==> src/rtl/core/sdbt_pkg.sv <==
`timescale 1ns / 1ps

package sdbt_pkg;

	// Block geometry and field widths.
	localparam int BlockBytes = 512;
	localparam int BlockShift = $clog2(BlockBytes);
	localparam int SectorW    = 23;
	localparam int TickW      = 16;
	localparam int IdxW       = 10;
	localparam int ByteW      = 8;
	localparam int StatusW    = 3;
	localparam int CmdW       = 2;
	localparam int CfgIdxW    = 2;
	localparam int CfgDataW   = 23;
	localparam int AddrW      = SectorW + BlockShift;

	// Bytes on the wire.
	localparam logic [ByteW-1:0] FillByte   = 8'hFF;
	localparam logic [ByteW-1:0] StartToken = 8'hFE;
	localparam logic [ByteW-1:0] CmdCrc     = 8'h01;
	localparam logic [ByteW-1:0] CmdBase    = 8'h40;
	localparam logic [ByteW-1:0] RespMask   = 8'h1F;
	localparam logic [ByteW-1:0] RespAccept = 8'h05;
	localparam logic [ByteW-1:0] R1Busy     = 8'h80;
	localparam logic [ByteW-1:0] CmdIdxRead  = 8'd17;
	localparam logic [ByteW-1:0] CmdIdxWrite = 8'd24;

	// Register reset values.
	localparam logic [TickW-1:0] RespTimeoutRst  = 16'd5;
	localparam logic [TickW-1:0] TokenTimeoutRst = 16'd100;
	localparam logic [TickW-1:0] BusyTimeoutRst  = 16'd500;

	typedef enum logic [2:0] {
		PH_IDLE,
		PH_FRAME,
		PH_R1,
		PH_TOKEN,
		PH_DATA,
		PH_PAYLOAD,
		PH_WRESP,
		PH_BUSY
	} phase_t;

	typedef enum logic [CmdW-1:0] {
		CMD_READ,
		CMD_WRITE,
		CMD_XCHG,
		CMD_TICK
	} cmd_t;

	typedef enum logic [StatusW-1:0] {
		ST_OK,
		ST_ERROR,
		ST_PARAM,
		ST_REJECT,
		ST_BUSY
	} status_t;

	typedef enum logic [CfgIdxW-1:0] {
		REG_MAX_SECTOR,
		REG_RESP_TIMEOUT,
		REG_TOKEN_TIMEOUT,
		REG_BUSY_TIMEOUT
	} reg_t;

	typedef struct packed {
		logic [SectorW-1:0] max_sector;
		logic [TickW-1:0]   resp_timeout;
		logic [TickW-1:0]   token_timeout;
		logic [TickW-1:0]   busy_timeout;
	} cfg_t;

	typedef struct packed {
		phase_t             phase;
		logic               is_write;
		logic [IdxW-1:0]    byte_index;
		logic [TickW-1:0]   tick_count;
		logic [SectorW-1:0] sector;
		logic [IdxW-1:0]    offset;
		logic [IdxW-1:0]    count;
		logic               selected;
	} state_t;

	typedef struct packed {
		cmd_t               cmd;
		logic [SectorW-1:0] sector;
		logic [IdxW-1:0]    offset;
		logic [IdxW-1:0]    count;
		logic [ByteW-1:0]   rx_byte;
		logic [ByteW-1:0]   tx_data;
	} item_t;

	typedef struct packed {
		logic [ByteW-1:0] tx_byte;
		logic             tx_valid;
		logic             card_select;
		logic [ByteW-1:0] rd_data;
		logic             rd_valid;
		logic             take_payload;
		logic             done_res;
		status_t          status;
	} res_t;

endpackage

==> src/rtl/core/sdbt_if.sv <==
`timescale 1ns / 1ps

// Input channel: one request, byte exchange or timer tick per item.
interface sdbt_in_if;
	logic                          valid;
	logic                          ready;
	logic [sdbt_pkg::CmdW-1:0]     cmd;
	logic [sdbt_pkg::SectorW-1:0]  sector;
	logic [sdbt_pkg::IdxW-1:0]     offset;
	logic [sdbt_pkg::IdxW-1:0]     count;
	logic [sdbt_pkg::ByteW-1:0]    rx_byte;
	logic [sdbt_pkg::ByteW-1:0]    tx_data;

	modport source (output valid, cmd, sector, offset, count, rx_byte, tx_data, input ready);
	modport sink   (input valid, cmd, sector, offset, count, rx_byte, tx_data, output ready);
endinterface

// Output channel: one result item for every input item.
interface sdbt_out_if;
	logic                          valid;
	logic                          ready;
	logic [sdbt_pkg::ByteW-1:0]    tx_byte;
	logic                          tx_valid;
	logic                          card_select;
	logic [sdbt_pkg::ByteW-1:0]    rd_data;
	logic                          rd_valid;
	logic                          take_payload;
	logic                          done_res;
	logic [sdbt_pkg::StatusW-1:0]  status;

	modport source (output valid, tx_byte, tx_valid, card_select, rd_data, rd_valid,
		take_payload, done_res, status, input ready);
	modport sink   (input valid, tx_byte, tx_valid, card_select, rd_data, rd_valid,
		take_payload, done_res, status, output ready);
endinterface

==> src/rtl/core/sdbt_step.sv <==
`timescale 1ns / 1ps

// Transaction sequencer step: given the current state, the registers and one
// item, produce the next state and the result item.
module sdbt_step (
	input  sdbt_pkg::state_t st,
	input  sdbt_pkg::cfg_t   cfg,
	input  sdbt_pkg::item_t  item,
	output sdbt_pkg::state_t nxt,
	output sdbt_pkg::res_t   res
);

	logic                          finish;
	sdbt_pkg::status_t             fin_status;
	logic                          issue;
	logic [sdbt_pkg::ByteW-1:0]    issue_byte;
	logic [sdbt_pkg::TickW-1:0]    tick_inc;
	logic [sdbt_pkg::TickW-1:0]    tick_limit;
	logic                          timed_wait;
	logic [sdbt_pkg::IdxW-1:0]     idx_inc;
	logic [sdbt_pkg::IdxW:0]       win_end;
	logic [sdbt_pkg::AddrW-1:0]    address;
	logic [sdbt_pkg::ByteW-1:0]    frame_byte;

	// Saturating tick counter and the limit of the wait in progress.
	assign tick_inc = (st.tick_count == '1) ? st.tick_count : st.tick_count + 1'b1;
	assign idx_inc  = st.byte_index + 1'b1;
	assign win_end  = {1'b0, st.offset} + {1'b0, st.count};
	assign address  = {st.sector, {sdbt_pkg::BlockShift{1'b0}}};

	always_comb begin
		timed_wait = 1'b1;
		tick_limit = cfg.resp_timeout;
		case (st.phase)
			sdbt_pkg::PH_R1:    tick_limit = cfg.resp_timeout;
			sdbt_pkg::PH_TOKEN: tick_limit = cfg.token_timeout;
			sdbt_pkg::PH_BUSY:  tick_limit = cfg.busy_timeout;
			default:            timed_wait = 1'b0;
		endcase
	end

	// Command frame byte at the position that follows the current one.
	always_comb begin
		case (idx_inc[2:0])
			3'd0, 3'd1: frame_byte = sdbt_pkg::FillByte;
			3'd2: frame_byte = sdbt_pkg::CmdBase |
				(st.is_write ? sdbt_pkg::CmdIdxWrite : sdbt_pkg::CmdIdxRead);
			3'd3: frame_byte = address[31:24];
			3'd4: frame_byte = address[23:16];
			3'd5: frame_byte = address[15:8];
			3'd6: frame_byte = address[7:0];
			default: frame_byte = sdbt_pkg::CmdCrc;
		endcase
	end

	// Phase sequencing for one item.
	always_comb begin
		nxt        = st;
		res        = '0;
		res.status = sdbt_pkg::ST_OK;
		finish     = 1'b0;
		fin_status = sdbt_pkg::ST_OK;
		issue      = 1'b0;
		issue_byte = sdbt_pkg::FillByte;

		case (item.cmd)
			sdbt_pkg::CMD_READ, sdbt_pkg::CMD_WRITE: begin
				if (st.phase == sdbt_pkg::PH_IDLE) begin
					nxt.is_write = (item.cmd == sdbt_pkg::CMD_WRITE);
					if (item.sector > cfg.max_sector ||
						(item.cmd == sdbt_pkg::CMD_READ && item.count == '0)) begin
						finish     = 1'b1;
						fin_status = sdbt_pkg::ST_PARAM;
					end else begin
						nxt.sector     = item.sector;
						nxt.offset     = item.offset;
						nxt.count      = item.count;
						nxt.byte_index = '0;
						nxt.tick_count = '0;
						nxt.phase      = sdbt_pkg::PH_FRAME;
						nxt.selected   = 1'b0;
						issue          = 1'b1;
					end
				end
			end
			sdbt_pkg::CMD_TICK: begin
				if (timed_wait) begin
					nxt.tick_count = tick_inc;
					if (tick_inc >= tick_limit) begin
						finish     = 1'b1;
						fin_status = (st.phase == sdbt_pkg::PH_BUSY) ?
							sdbt_pkg::ST_BUSY : sdbt_pkg::ST_ERROR;
					end
				end
			end
			default: begin
				case (st.phase)
					sdbt_pkg::PH_FRAME: begin
						nxt.byte_index = idx_inc;
						nxt.selected   = 1'b1;
						issue          = 1'b1;
						if (idx_inc <= sdbt_pkg::IdxW'(7)) begin
							issue_byte = frame_byte;
						end else begin
							nxt.phase      = sdbt_pkg::PH_R1;
							nxt.tick_count = '0;
						end
					end
					sdbt_pkg::PH_R1: begin
						if ((item.rx_byte & sdbt_pkg::R1Busy) != '0) begin
							issue = 1'b1;
						end else if (item.rx_byte != '0) begin
							finish     = 1'b1;
							fin_status = sdbt_pkg::ST_ERROR;
						end else if (st.is_write) begin
							nxt.phase      = sdbt_pkg::PH_PAYLOAD;
							nxt.byte_index = '0;
							issue          = 1'b1;
							issue_byte     = sdbt_pkg::StartToken;
						end else begin
							nxt.phase      = sdbt_pkg::PH_TOKEN;
							nxt.tick_count = '0;
							issue          = 1'b1;
						end
					end
					sdbt_pkg::PH_TOKEN: begin
						if (item.rx_byte == sdbt_pkg::FillByte) begin
							issue = 1'b1;
						end else if (item.rx_byte == sdbt_pkg::StartToken) begin
							nxt.phase      = sdbt_pkg::PH_DATA;
							nxt.byte_index = '0;
							issue          = 1'b1;
						end else begin
							finish     = 1'b1;
							fin_status = sdbt_pkg::ST_ERROR;
						end
					end
					sdbt_pkg::PH_DATA: begin
						// Deliver only bytes inside the requested window.
						if (st.byte_index >= st.offset && {1'b0, st.byte_index} < win_end) begin
							res.rd_data  = item.rx_byte;
							res.rd_valid = 1'b1;
						end
						nxt.byte_index = idx_inc;
						if (idx_inc >= sdbt_pkg::IdxW'(sdbt_pkg::BlockBytes + 2)) begin
							finish     = 1'b1;
							fin_status = sdbt_pkg::ST_OK;
						end else begin
							issue = 1'b1;
						end
					end
					sdbt_pkg::PH_PAYLOAD: begin
						issue = 1'b1;
						if (st.byte_index < sdbt_pkg::IdxW'(sdbt_pkg::BlockBytes)) begin
							issue_byte       = item.tx_data;
							res.take_payload = 1'b1;
							nxt.byte_index   = idx_inc;
						end else if (st.byte_index <
							sdbt_pkg::IdxW'(sdbt_pkg::BlockBytes + 2)) begin
							nxt.byte_index = idx_inc;
						end else begin
							nxt.phase = sdbt_pkg::PH_WRESP;
						end
					end
					sdbt_pkg::PH_WRESP: begin
						if ((item.rx_byte & sdbt_pkg::RespMask) != sdbt_pkg::RespAccept) begin
							finish     = 1'b1;
							fin_status = sdbt_pkg::ST_REJECT;
						end else begin
							nxt.phase      = sdbt_pkg::PH_BUSY;
							nxt.tick_count = '0;
							issue          = 1'b1;
						end
					end
					sdbt_pkg::PH_BUSY: begin
						if (item.rx_byte != '0) begin
							finish     = 1'b1;
							fin_status = sdbt_pkg::ST_OK;
						end else begin
							issue = 1'b1;
						end
					end
					default: begin
					end
				endcase
			end
		endcase

		// Every ending item returns to idle and deselects the card.
		if (finish) begin
			nxt.phase    = sdbt_pkg::PH_IDLE;
			nxt.selected = 1'b0;
			res.done_res = 1'b1;
			res.status   = fin_status;
		end
		if (issue) begin
			res.tx_byte  = issue_byte;
			res.tx_valid = 1'b1;
		end
		res.card_select = nxt.selected;
	end

endmodule

==> src/rtl/core/sd_spi_block_transfer.sv <==
`timescale 1ns / 1ps

// SPI-mode SD host engine for one single-block read or write. Each input item
// is a start request, one completed SPI byte exchange or one timer tick, and it
// yields exactly one result item telling the SPI side which byte to send next,
// the chip select level, any delivered read byte and, on the last item of a
// transaction, its status. An item is taken every clock cycle unless the output
// handshake stalls: the sequencer step is evaluated as the item is accepted and
// its result is captured in an output register, so throughput is one item per
// cycle while the output is ready. The user must write registers through the cfg
// port only while no transaction is in progress; the block does not enforce it.
module sd_spi_block_transfer (
	input  logic                            clk,
	input  logic                            arst_n,
	input  logic                            cfg_we,
	input  logic [sdbt_pkg::CfgIdxW-1:0]    cfg_index,
	input  logic [sdbt_pkg::CfgDataW-1:0]   cfg_data,
	sdbt_in_if.sink                         in_ch,
	sdbt_out_if.source                      out_ch
);

	sdbt_pkg::cfg_t   cfg_q;
	sdbt_pkg::state_t state_q;
	sdbt_pkg::state_t state_nxt;
	sdbt_pkg::item_t  item;
	sdbt_pkg::res_t   res;
	sdbt_pkg::res_t   res_q;
	logic             res_valid_q;
	logic             in_fire;

	// Accept while the result register is empty or being drained.
	assign in_ch.ready = !res_valid_q || out_ch.ready;
	assign in_fire     = in_ch.valid && in_ch.ready;

	assign item.cmd     = sdbt_pkg::cmd_t'(in_ch.cmd);
	assign item.sector  = in_ch.sector;
	assign item.offset  = in_ch.offset;
	assign item.count   = in_ch.count;
	assign item.rx_byte = in_ch.rx_byte;
	assign item.tx_data = in_ch.tx_data;

	// Configuration registers.
	always_ff @(posedge clk or negedge arst_n) begin
		if (!arst_n) begin
			cfg_q.max_sector    <= '0;
			cfg_q.resp_timeout  <= sdbt_pkg::RespTimeoutRst;
			cfg_q.token_timeout <= sdbt_pkg::TokenTimeoutRst;
			cfg_q.busy_timeout  <= sdbt_pkg::BusyTimeoutRst;
		end else if (cfg_we) begin
			case (sdbt_pkg::reg_t'(cfg_index))
				sdbt_pkg::REG_MAX_SECTOR:    cfg_q.max_sector    <= cfg_data;
				sdbt_pkg::REG_RESP_TIMEOUT:  cfg_q.resp_timeout  <= cfg_data[sdbt_pkg::TickW-1:0];
				sdbt_pkg::REG_TOKEN_TIMEOUT: cfg_q.token_timeout <= cfg_data[sdbt_pkg::TickW-1:0];
				sdbt_pkg::REG_BUSY_TIMEOUT:  cfg_q.busy_timeout  <= cfg_data[sdbt_pkg::TickW-1:0];
				default: begin
				end
			endcase
		end
	end

	sdbt_step u_step (
		.st  (state_q),
		.cfg (cfg_q),
		.item(item),
		.nxt (state_nxt),
		.res (res)
	);

	// Transaction state advances once per accepted item.
	always_ff @(posedge clk or negedge arst_n) begin
		if (!arst_n) begin
			state_q.phase      <= sdbt_pkg::PH_IDLE;
			state_q.is_write   <= 1'b0;
			state_q.byte_index <= '0;
			state_q.tick_count <= '0;
			state_q.sector     <= '0;
			state_q.offset     <= '0;
			state_q.count      <= '0;
			state_q.selected   <= 1'b0;
		end else if (in_fire) begin
			state_q <= state_nxt;
		end
	end

	// Output register.
	always_ff @(posedge clk or negedge arst_n) begin
		if (!arst_n) begin
			res_valid_q <= 1'b0;
		end else if (in_fire) begin
			res_valid_q <= 1'b1;
		end else if (out_ch.ready) begin
			res_valid_q <= 1'b0;
		end
	end

	always_ff @(posedge clk) begin
		if (in_fire) begin
			res_q <= res;
		end
	end

	assign out_ch.valid        = res_valid_q;
	assign out_ch.tx_byte      = res_q.tx_byte;
	assign out_ch.tx_valid     = res_q.tx_valid;
	assign out_ch.card_select  = res_q.card_select;
	assign out_ch.rd_data      = res_q.rd_data;
	assign out_ch.rd_valid     = res_q.rd_valid;
	assign out_ch.take_payload = res_q.take_payload;
	assign out_ch.done_res     = res_q.done_res;
	assign out_ch.status       = res_q.status;

`ifndef NO_ASSERTIONS
	// An ending item leaves the sequencer idle with the card deselected.
	a_done_idle: assert property (@(posedge clk) disable iff (!arst_n)
		in_fire && res.done_res |=> state_q.phase == sdbt_pkg::PH_IDLE && !state_q.selected)
		else $error("transaction end did not return to idle");

	// A status other than ok only travels with a done flag.
	a_status_done: assert property (@(posedge clk) disable iff (!arst_n)
		res_valid_q && !res_q.done_res |-> res_q.status == sdbt_pkg::ST_OK)
		else $error("status reported without done");

	// A delivered read byte is only produced while receiving the data block.
	a_rd_phase: assert property (@(posedge clk) disable iff (!arst_n)
		in_fire && res.rd_valid |-> state_q.phase == sdbt_pkg::PH_DATA)
		else $error("read byte delivered outside the data phase");

	// Payload bytes are consumed only during a write.
	a_take_write: assert property (@(posedge clk) disable iff (!arst_n)
		in_fire && res.take_payload |-> state_q.is_write && res.tx_valid)
		else $error("payload taken outside a write");
`endif

endmodule
==> src/flat_wrapper.sv <==
// flat-port wrapper written by rule: the top's interface ports become plain ports
module sd_spi_block_transfer_flat 
  (clk, arst_n, cfg_we, cfg_index, cfg_data, in_ch_valid, in_ch_cmd, in_ch_sector, in_ch_offset, in_ch_count, in_ch_rx_byte, in_ch_tx_data, in_ch_ready, out_ch_valid, out_ch_tx_byte, out_ch_tx_valid, out_ch_card_select, out_ch_rd_data, out_ch_rd_valid, out_ch_take_payload, out_ch_done_res, out_ch_status, out_ch_ready);
  sdbt_in_if in_ch_i ();
  sdbt_out_if out_ch_i ();
  input  logic clk;
  input  logic arst_n;
  input  logic cfg_we;
  input  logic [sdbt_pkg::CfgIdxW-1:0] cfg_index;
  input  logic [sdbt_pkg::CfgDataW-1:0] cfg_data;
  input wire logic [$bits(in_ch_i.valid)-1:0] in_ch_valid;
  input wire logic [$bits(in_ch_i.cmd)-1:0] in_ch_cmd;
  input wire logic [$bits(in_ch_i.sector)-1:0] in_ch_sector;
  input wire logic [$bits(in_ch_i.offset)-1:0] in_ch_offset;
  input wire logic [$bits(in_ch_i.count)-1:0] in_ch_count;
  input wire logic [$bits(in_ch_i.rx_byte)-1:0] in_ch_rx_byte;
  input wire logic [$bits(in_ch_i.tx_data)-1:0] in_ch_tx_data;
  output wire logic [$bits(in_ch_i.ready)-1:0] in_ch_ready;
  output wire logic [$bits(out_ch_i.valid)-1:0] out_ch_valid;
  output wire logic [$bits(out_ch_i.tx_byte)-1:0] out_ch_tx_byte;
  output wire logic [$bits(out_ch_i.tx_valid)-1:0] out_ch_tx_valid;
  output wire logic [$bits(out_ch_i.card_select)-1:0] out_ch_card_select;
  output wire logic [$bits(out_ch_i.rd_data)-1:0] out_ch_rd_data;
  output wire logic [$bits(out_ch_i.rd_valid)-1:0] out_ch_rd_valid;
  output wire logic [$bits(out_ch_i.take_payload)-1:0] out_ch_take_payload;
  output wire logic [$bits(out_ch_i.done_res)-1:0] out_ch_done_res;
  output wire logic [$bits(out_ch_i.status)-1:0] out_ch_status;
  input wire logic [$bits(out_ch_i.ready)-1:0] out_ch_ready;
  assign in_ch_i.valid = in_ch_valid;
  assign in_ch_i.cmd = in_ch_cmd;
  assign in_ch_i.sector = in_ch_sector;
  assign in_ch_i.offset = in_ch_offset;
  assign in_ch_i.count = in_ch_count;
  assign in_ch_i.rx_byte = in_ch_rx_byte;
  assign in_ch_i.tx_data = in_ch_tx_data;
  assign in_ch_ready = in_ch_i.ready;
  assign out_ch_valid = out_ch_i.valid;
  assign out_ch_tx_byte = out_ch_i.tx_byte;
  assign out_ch_tx_valid = out_ch_i.tx_valid;
  assign out_ch_card_select = out_ch_i.card_select;
  assign out_ch_rd_data = out_ch_i.rd_data;
  assign out_ch_rd_valid = out_ch_i.rd_valid;
  assign out_ch_take_payload = out_ch_i.take_payload;
  assign out_ch_done_res = out_ch_i.done_res;
  assign out_ch_status = out_ch_i.status;
  assign out_ch_i.ready = out_ch_ready;
  sd_spi_block_transfer u_core (.clk(clk), .arst_n(arst_n), .cfg_we(cfg_we), .cfg_index(cfg_index), .cfg_data(cfg_data), .in_ch(in_ch_i), .out_ch(out_ch_i));
endmodule
==> config.mk <==
export PLATFORM = sky130hd
export DESIGN_NAME = sd_spi_block_transfer_flat
export DESIGN_NICKNAME = d
export VERILOG_FILES = /design/src/rtl/core/sdbt_pkg.sv /design/src/rtl/core/sdbt_if.sv /design/src/rtl/core/sdbt_step.sv /design/src/rtl/core/sd_spi_block_transfer.sv /design/src/flat_wrapper.sv
export SDC_FILE = /design/constraint.sdc
export NUM_CORES = 1
export LEC_CHECK = 0
export ABC_AREA = 1
export BUFFER_PORTS_ARGS = -buffer_cell sky130_fd_sc_hd__buf_4
export CORE_MARGIN = 3
export CORE_UTILIZATION = 60
export CTS_CLUSTER_DIAMETER = 150
export CTS_CLUSTER_SIZE = 14
export DETAILED_ROUTE_END_ITERATION = 12
export PLACE_DENSITY = 0.91
export SYNTH_ARGS = -nofsm -noshare
export SYNTH_HDL_FRONTEND = slang
export SYNTH_SLANG_ARGS = --single-unit
==> constraint.sdc <==
create_clock -name clk -period 4.5 [get_ports clk]
set_input_delay 0.45 -clock clk [delete_from_list [all_inputs] [get_ports clk]]
set_output_delay 0.45 -clock clk [all_outputs]
set_load 0.01 [all_outputs]
==> results of run 1 <==
## path summary, 6_finish.rpt
| path | start | end | slack [ns] | cells after the start |
|---|---|---|---|---|
| worst max-delay path | u_core.state_q[44] | u_core.state_q[73] | 0.90 | 24 |
| worst min-delay path | arst_n | u_core.state_q[53] | 0.14 | 1 |
| worst max register to register | u_core.state_q[44] | u_core.state_q[73] | 0.90 | 24 |
| worst min register to register | u_core.cfg_q[52] | u_core.cfg_q[52] | 0.49 | 2 |
| max in group asynchronous | arst_n | u_core.cfg_q[2] | 3.25 | 2 |
| min in group clk | in_ch_count[8] | u_core.state_q[9] | 0.25 | 2 |
## layout make-up
type / instances / area, um2 / area share [%]
clock buffer: 19 / 443 / 3.72
clock inverter: 13 / 95.1 / 0.799
tap: 220 / 275 / 2.31
sequential: 170 / 4390 / 36.9
inverter: 163 / 612 / 5.14
timing repair buffer: 122 / 920 / 7.72
multi-input combinational: 930 / 5170 / 43.4
## power by group through the flow
stage	clock network, mW	logic, mW	registers [mW]
after floorplan	0	1.62	2.12
after global placement	0	2.10	2.17
after detailed placement	0	2.19	2.18
after CTS	1.36	2.24	2.16
after global routing	1.45	2.56	2.20
final	1.36	2.26	2.17
## metrics by stage
stage               setup slack, ns  std cells  util (%)
floorplan                      1.48       1298         -
global placement               1.11       1605      68.1
detailed placement            0.958       1605      68.1
CTS                           0.916       1637      71.3
global route                  0.466       1637      71.3
finish                        0.896       1637      71.3
## flip-flops by register name, summed over array words and instances (netlist names)
| name | count |
|---|---|
| u_core.state_q | 74 |
| u_core.cfg_q | 71 |
| u_core.out_ch.rd_data | 8 |
| u_core.out_ch.tx_byte | 8 |
| u_core.out_ch.status | 3 |
| u_core.out_ch.card_select | 1 |
| u_core.out_ch.done_res | 1 |
| u_core.out_ch.rd_valid | 1 |
| u_core.out_ch.take_payload | 1 |
| u_core.out_ch.tx_valid | 1 |
| u_core.out_ch.valid | 1 |
## critical path: stages, from the launching register on
cell and delay (ns):
dfrtp_1 0.41, ha_1 0.29, nand3_1 0.13, nor3_1 0.34
inv_1 0.08, nor2_1 0.23, inv_2 0.18, o21ai_0 0.25
inv_1 0.07, ha_1 0.31, nand2_1 0.07, nand2_1 0.05
nand2_1 0.05, nand2_1 0.04, nand2_1 0.05, nand2_1 0.05
nand2_1 0.05, nand3_1 0.11, nand2_1 0.09, inv_1 0.04
a21oi_1 0.16, nand3_1 0.19, nand2_1 0.15, nand2_1 0.07
nand2_1 0.08
## kinds of logic after synthesis
kind of cell               after synthesis  synth area share, %
and+or+nand+nor                        565                 23.6
AOI/OAI and AO/OA                      253                 13.6
buffers and inverters                  198                 7.44
DFF                                    170                 42.5
adders and majority gates               79                 9.65
xor gates and xnor gates                19                 1.61
muxes                                   14                 1.53
## cells in the mapped netlist (5+ instances only)
library cell and instances:
xnor2_1 5, nand2_1 300, a22o_1 15, mux2_2 14, nor3_1 19, nor2_2 5, inv_1 160, nand4_1 32
nand3_1 57, dfrtp_1 135, o21ai_0 102, clkbuf_1 24, a21oi_1 106, edfxtp_1 24, o22ai_1 6, nand3b_1 6
nor4_1 6, nor2_1 122, xor2_1 14, ha_1 78, dfstp_2 11, buf_2 8
## layer usage
layer / vias to the layer above / GRT usage [%]
li1: 4527 / -
met1: 4465 / 40.8
met2: 478 / 48.2
met3: 74 / 6.50
met4: 0 / 10.9
met5: - / 0
==> results by group, run 1 <==
Status
  • Run status: complete, no violations

Die
  • Die X: 137 um
  • Site Rows: 47
  • Initial Util: 61.8%
  • Die Span Y: 137 um
  • I/O pins: 117
  • Die Footprint: roughly 0.019 mm2
  • Core area: ~0.017 mm2

Finish
  • Share of cells above drive strength 1: around 14%
  • Final nets: between 1500 and 2000
  • Commonest non-fill, non-tap cell in the layout: nand2_1
  • Antenna fix cells: 0
  • Fillcell total: between 1000 and 1500
  • Final instance area: around 0.012 mm2
  • Commonest non-fill, non-tap cells in the layout: 299 x nand2_1, 160 x inv_1, 135 x dfrtp_1, 122 x nor2_1, 121 x buf_4
  • Layout area overhead: 15.3%

Power
  • Sw frac: 39.0%
  • Int Pwr: about 3.5 mW
  • Leakage: about 6 nW
  • Pwr Total: around 5.8 mW
  • Seq pwr share: a little under two fifths
  • Clock power frac: around a quarter
  • Pwr dens: between 400 and 500 mW/mm2
  • Sw power: 2.26 mW
  • Logic pwr share: 39.1%
  • VDD IR max: about 410 uV

CTS
  • CTS resizes: 0
  • CTS hold repair buffers: 0
  • Post-CTS setup buffer count: 0
  • Clk slew on worst S/H paths: around 0.070 ns
  • Clock buffer depth: 2
  • TritonCTS Buffers: 17
  • Worst-Skew Late Latency: about 0.44 ns
  • Clock root buffer: clkbuf_16
  • # clock sinks: 170
  • CTS tree: built
  • H-tree levels: 4

Synth
  • EDFF count, synth: 24
  • Synth Register Bits: 170
  • Area leader, netlist: dfrtp_1
  • Synth top area share: roughly 33%
  • Synth top area cells: dfrtp_1 33%, nand2_1 11%, ha_1 9.5%
  • Average cell area after synthesis: 7.96 um2
  • Synth Net Count: 1468
  • Synth Instances: between 1000 and 1500
  • Ys flop type: dfrtp_1
  • Mapped Area: between 0.01 and 0.015 mm2
  • Unique cell type count in the Yosys netlist: between 40 and 50
  • Sequential share of the synthesized area: a little over two fifths
  • Synth warnings: 0
  • Asr flop ratio synth: between 80% and 90%

Route
  • DRT Wirelength: roughly 27000 um
  • Drt wl/cell: 16.7 um
  • DRT antenna net count: 0
  • DR iter-0 viols: 942
  • Top Metal Used: met4
  • Vias per cell: 5.83
  • Routed wl met2: roughly 13000 um
  • Routed met3 length: between 2000 and 2500 um
  • Routed length on met1: around 11000 um
  • Drt pass-1 iters: 6
  • DRC Markers: 0
  • Via count: between 9000 and 10000

Global routing
  • Total global routing overflow: 0
  • Vias in the first global route: about 9200
  • First-pass GRT wire length: approximately 45000 um
  • GRT Overall Usage: 30.2%
  • Initial antenna violation count: 0
  • Largest net degree at the start of global routing: 111

Worst setup path
  • WP data required: about 4.9 ns
  • CP Launch Type: register
  • Critical path arrival: just under 4 ns
  • Crit-path max FO: 18
  • CP Capture Type: register
  • WS Path Type: register to register

STA
  • TNS Setup: 0 ns
  • RSZ-0062 raised after global routing: false
  • Final Setup Violations: 0
  • Worst hold slack: between 0.1 and 0.15 ns
  • Max Transition Viols Final: 0
  • Final hold violation count: 0
  • Peak Freq: between 200 and 300 MHz
  • Worst Skew: between 0.008 and 0.009 ns
  • Final Cycle Share: between 80% and 90%
  • Tmin final: between 3 and 4 ns
  • Relative slew margins: roughly a quarter
  • Worst slew pin tran: 1.10 ns

Min path
  • Hold WC Path Type: input pin to async pin

Placed design
  • I/O Buffers: roughly 120
  • Cell area after placement: about 0.011 mm2
  • Final GP Congestion: a little over 0.9
  • Post-DP HPWL: roughly 20000 um

Job
  • Max cap viols: 0
Note: power is estimated with default switching activity, not from simulation.
==> run 2: changes to the inputs <==
--- a/config.mk
+++ b/config.mk
@@ -5,14 +5,14 @@
 export SDC_FILE = /design/constraint.sdc
 export NUM_CORES = 1
 export LEC_CHECK = 0
-export ABC_AREA = 1
+export ABC_AREA = 0
 export BUFFER_PORTS_ARGS = -buffer_cell sky130_fd_sc_hd__buf_4
 export CORE_MARGIN = 3
-export CORE_UTILIZATION = 60
+export CORE_UTILIZATION = 54
 export CTS_CLUSTER_DIAMETER = 150
 export CTS_CLUSTER_SIZE = 14
 export DETAILED_ROUTE_END_ITERATION = 12
-export PLACE_DENSITY = 0.91
+export PLACE_DENSITY = 0.87
 export SYNTH_ARGS = -nofsm -noshare
 export SYNTH_HDL_FRONTEND = slang
 export SYNTH_SLANG_ARGS = --single-unit
==> constraint.sdc (replaced) <==
create_clock -name clk -period 2.9 [get_ports clk]
set_input_delay 0.29 -clock clk [delete_from_list [all_inputs] [get_ports clk]]
set_output_delay 0.29 -clock clk [all_outputs]
set_load 0.01 [all_outputs]
==> run 2 against run 1 <==
The flow now finishes with violations (negative setup slack). Fmax down 5.3%. Combinational power up 120%. Critical endpoint is now u_core.state_q[72]. Non-clock buffer count up 147. Clock-buffer cell count down 2. First-iteration DRC count up 86%. Largest cell class unchanged.
==> results by group, run 2 <==
STA
  • RSZ-0062 raised after global routing: true
  • Tmin final: 3.80 ns (+0.200 ns)
  • Worst setup margin: -0.904 ns (-1.80 ns)
  • Final Setup Violations: 82 (+82)
  • Max Transition Viols Final: 0 (unchanged)
  • Final Cycle Share: 131% (+51 points)
  • Final hold violation count: 0 (unchanged)
  • Peak Freq: 263 MHz (-5.3%)
  • Worst slew pin tran: 0.945 ns (-0.151 ns)
  • Worst hold slack: 0.0336 ns (-0.106 ns)
  • Relative slew margins: 36.8% (+10 points)
  • Worst Skew: 0.0152 ns (+0.00649 ns)

Finish
  • Layout area overhead: 38.6%
  • Biggest regs: u_core.state_q: 74 flops, u_core.cfg_q: 71 flops
  • Flip-flop count of the largest register after layout: 74 (unchanged)
  • Commonest non-fill, non-tap cells in the layout: 233 x buf_4, 135 x dfrtp_1, 85 x nand2_1, 68 x ha_1, 63 x o21ai_0
  • Biggest register: u_core.state_q
  • Final nets: 1423 (-9.6%)
  • Antenna fix cells: 0 (unchanged)
  • Commonest non-fill, non-tap cell in the layout: buf_4
  • Share of cells above drive strength 1: 40.0% (+26 points)
  • Post-layout util: 77.0% (+5.7 points)
  • Fillcell total: 967 (-24%)

Die
  • Initial Util: 55.5% (-6.3 points)
  • Site Rows: 49 (+4.3%)
  • Die Footprint: 0.0203 mm2 (+8.1%)
  • Core area: 0.0181 mm2 (+8.7%)
  • Die Span Y: 143 um (+3.9%)
  • I/O pins: 117 (unchanged)
  • Die X: 143 um (+3.9%)

Synth
  • Sequential share of the synthesized area: 43.5% (+1.1 points)
  • Ys flop type: dfrtp_1
  • Synth Net Count: 1183 (-19%)
  • EDFF count, synth: 24 (unchanged)
  • Area leader, netlist: dfrtp_1
  • Synth warnings: 0 (unchanged)
  • Synth top area cells: dfrtp_1 34%, ha_1 9.7%, mux2_2 9.4%
  • Synth Instances: 1013 (-22%)
  • Average cell area after synthesis: 9.95 um2 (+25%)
  • Asr flop ratio synth: 85.9% (unchanged)
  • Most frequent cell after synthesis: dfrtp_1
  • Mapped Area: 0.0101 mm2 (-2.4%)
  • Unique cell type count in the Yosys netlist: 73 (+59%)
  • Post-synth top cells: 135 x dfrtp_1, 96 x nand2_1, 92 x o21ai_0
  • Synth Register Bits: 170 (unchanged)
  • Synth top area share: 33.5% (+0.81 points)

Placed design
  • Pre-CTS setup slack: -0.606 ns (-1.56 ns)
  • Post-DP HPWL: 19800 um (-0.84%)
  • Final GP Congestion: 0.997 (+7.4%)
  • I/O Buffers: 116 (unchanged)

Worst setup path
  • Crit path to: u_core.state_q[72]
  • R2r worst-path depth: 17 (-29%)
  • CP max stage delay: 0.42 ns (about the same)
  • Critical Path Most Common Cell: buf_6
  • Critical path arrival: 4.15 ns (+0.17 ns)
  • R2r startpoint: u_core.state_q[52]
  • Crit path cell chain: nand2_2 > nor4_4 > nand4_1 > nor3_2 > buf_6 > buf_12 > mux2i_1 > inv_1 > ha_1 > a211oi_1 > o21ai_0 > a21boi_4 > o21ai_1 > nand3b_1 > buf_6 > o21ai_4 > o2bb2ai_2
  • WS Path Type: register to register
  • CP bufs+invs: 4 (unchanged)
  • Crit-path max FO: 6 (-12)
  • Kind of cell adding the most delay to the critical path: compound AO/OA/AOI/OAI gates
  • R2r endpoint: u_core.state_q[72]
  • R2R setup slack: -0.90 ns (-1.80 ns)
  • WP data required: 3.25 ns (-1.62 ns)
  • Worst Setup SP: u_core.state_q[52]
  • Critical path depth in cells: 17 (-29%)
  • CP Launch Type: register
  • CP Capture Type: register
  • CP max-delay cell: dfrtp_1

CTS
  • Clk slew on worst S/H paths: 0.08 ns (about the same)
  • # clock sinks: 170 (unchanged)
  • CTS tree: built
  • Worst-Skew Late Latency: 0.46 ns (+0.02 ns)
  • Clock root buffer: clkbuf_16
  • Clock buffer depth: 2 (unchanged)
  • H-tree levels: 4 (unchanged)
  • TritonCTS Buffers: 17 (unchanged)

Power
  • Leakage: 6.40 nW (+6.4%)
  • VDD IR max: 594 uV (+45%)
  • Pwr dens: 769 mW/mm2 (+58%)

Global routing
  • Largest net degree at the start of global routing: 79 (-29%)
  • First-pass GRT wire length: 47600 um (+6.5%)
  • Total global routing overflow: 0 (unchanged)
  • Initial antenna violation count: 1 (+1)
  • GRT Overall Usage: 29.5% (-0.65 points)
  • Vias in the first global route: 9176 (+0.087%)

Route
  • DR iter-0 viols: 1755 (+86%)
  • DRT antenna net count: 0 (unchanged)
  • Vias per cell: 7.00 (+20%)
  • Drt pass-1 iters: 8 (+2)
  • Via count: 10500 (+9.7%)
  • DRC Markers: 0 (unchanged)
  • Drt wl/cell: 25.7 um (+54%)
  • DRT Wirelength: 38400 um (+41%)

Status
  • Failing checks: negative setup slack
  • Run status: finished with violations

Job
  • Max cap viols: 0 (unchanged)

Min path
  • Hold WC Path Type: input pin to register
run 2: cell count changes in the layout (fill, tap and decap cells not counted), moves of 37 or more:
cell,previous run,this run
nand2_1,299,85
buf_4,121,233
inv_1,160,53
nor2_1,122,56
a21oi_1,106,48
o21ai_0,102,63
mux2_2,14,51
run 2: layer usage:
| layer | wire length, um | GRT usage (%) | part of all wire, % |
|---|---|---|---|
| met3 | 4210 | 4.87 | 11 |
| met1 | 13400 | 38.2 | 35 |
| met2 | 17400 | 49.4 | 45 |
| met5 | 58 | 0 | 0.15 |
| met4 | 3290 | 12.2 | 8.6 |
run 2: worst min-delay path by stage:
stage / from / to / cells after the start
2_1_floorplan: arst_n / u_core.cfg_q[0] / 0
3_3_place_gp: arst_n / u_core.state_q[51] / 1
3_5_place_dp: arst_n / u_core.state_q[51] / 1
4_1_cts: in_ch_valid / u_core.out_ch.valid / 2
5_1_grt: in_ch_offset[1] / u_core.state_q[12] / 3
6_report: cfg_data[16] / u_core.cfg_q[64] / 3
run 2: through the flow:
step                total power, mW  TNS, ns  instance area, um2  std cells
floorplan                      5.75    -5.27               10200       1013
global placement               6.96    -7.89               12100       1424
detailed placement             7.17   -12.50               12100       1424
CTS                            9.75    -8.90               13000       1470
global route                   11.1   -24.08               14000       1495
finish                         10.7   -18.35               14000       1495
run 2: kinds of logic after synthesis:
family                     count (synthesis)  synth area share (%)
and+or+nand+nor                          283                  13.8
DFF                                      170                  43.5
muxes                                    103                  11.3
buffers and inverters                    106                  4.12
AOI/OAI and AO/OA                        249                  15.4
adders and majority gates                 79                  9.88
xor gates and xnor gates                  23                  2.00
run 2: where the power goes:
| group | leakage, nW | switching (mW) | internal, mW |
|---|---|---|---|
| combinational | 4.05 | 2.82 | 2.17 |
| sequential | 2.05 | 0.406 | 2.94 |
| clock | 0.300 | 1.23 | 1.18 |
run 2: worst min-delay path: cells and delay by family:
kind	cells	cell delay, ns
AOI/OAI and AO/OA	1	0.05
buffers and inverters	1	0.08
and+or+nand+nor	1	0.04
run 2: what timing repair did:
action | 4_1_cts | 5_1_grt
resized for setup | 38 | 159
cloned | 0 | 12
hold buffers | 1 | 0
buffers inserted | 13 | 14
pin swaps | 18 | 19
setup endpoints to repair | 66 | 90
endpoints found under the hold margin | 76 | 0
run 2: final cells by class:
cell class	instances	area [um2]	share of cell area, %
clock buffers	17	425	3.05
clock inverters	15	199	1.42
inverters	58	218	1.56
multi-input cells	737	6100	43.7
flip-flops and latches	170	4390	31.4
well taps	229	287	2.05
repair buffers	269	2350	16.8
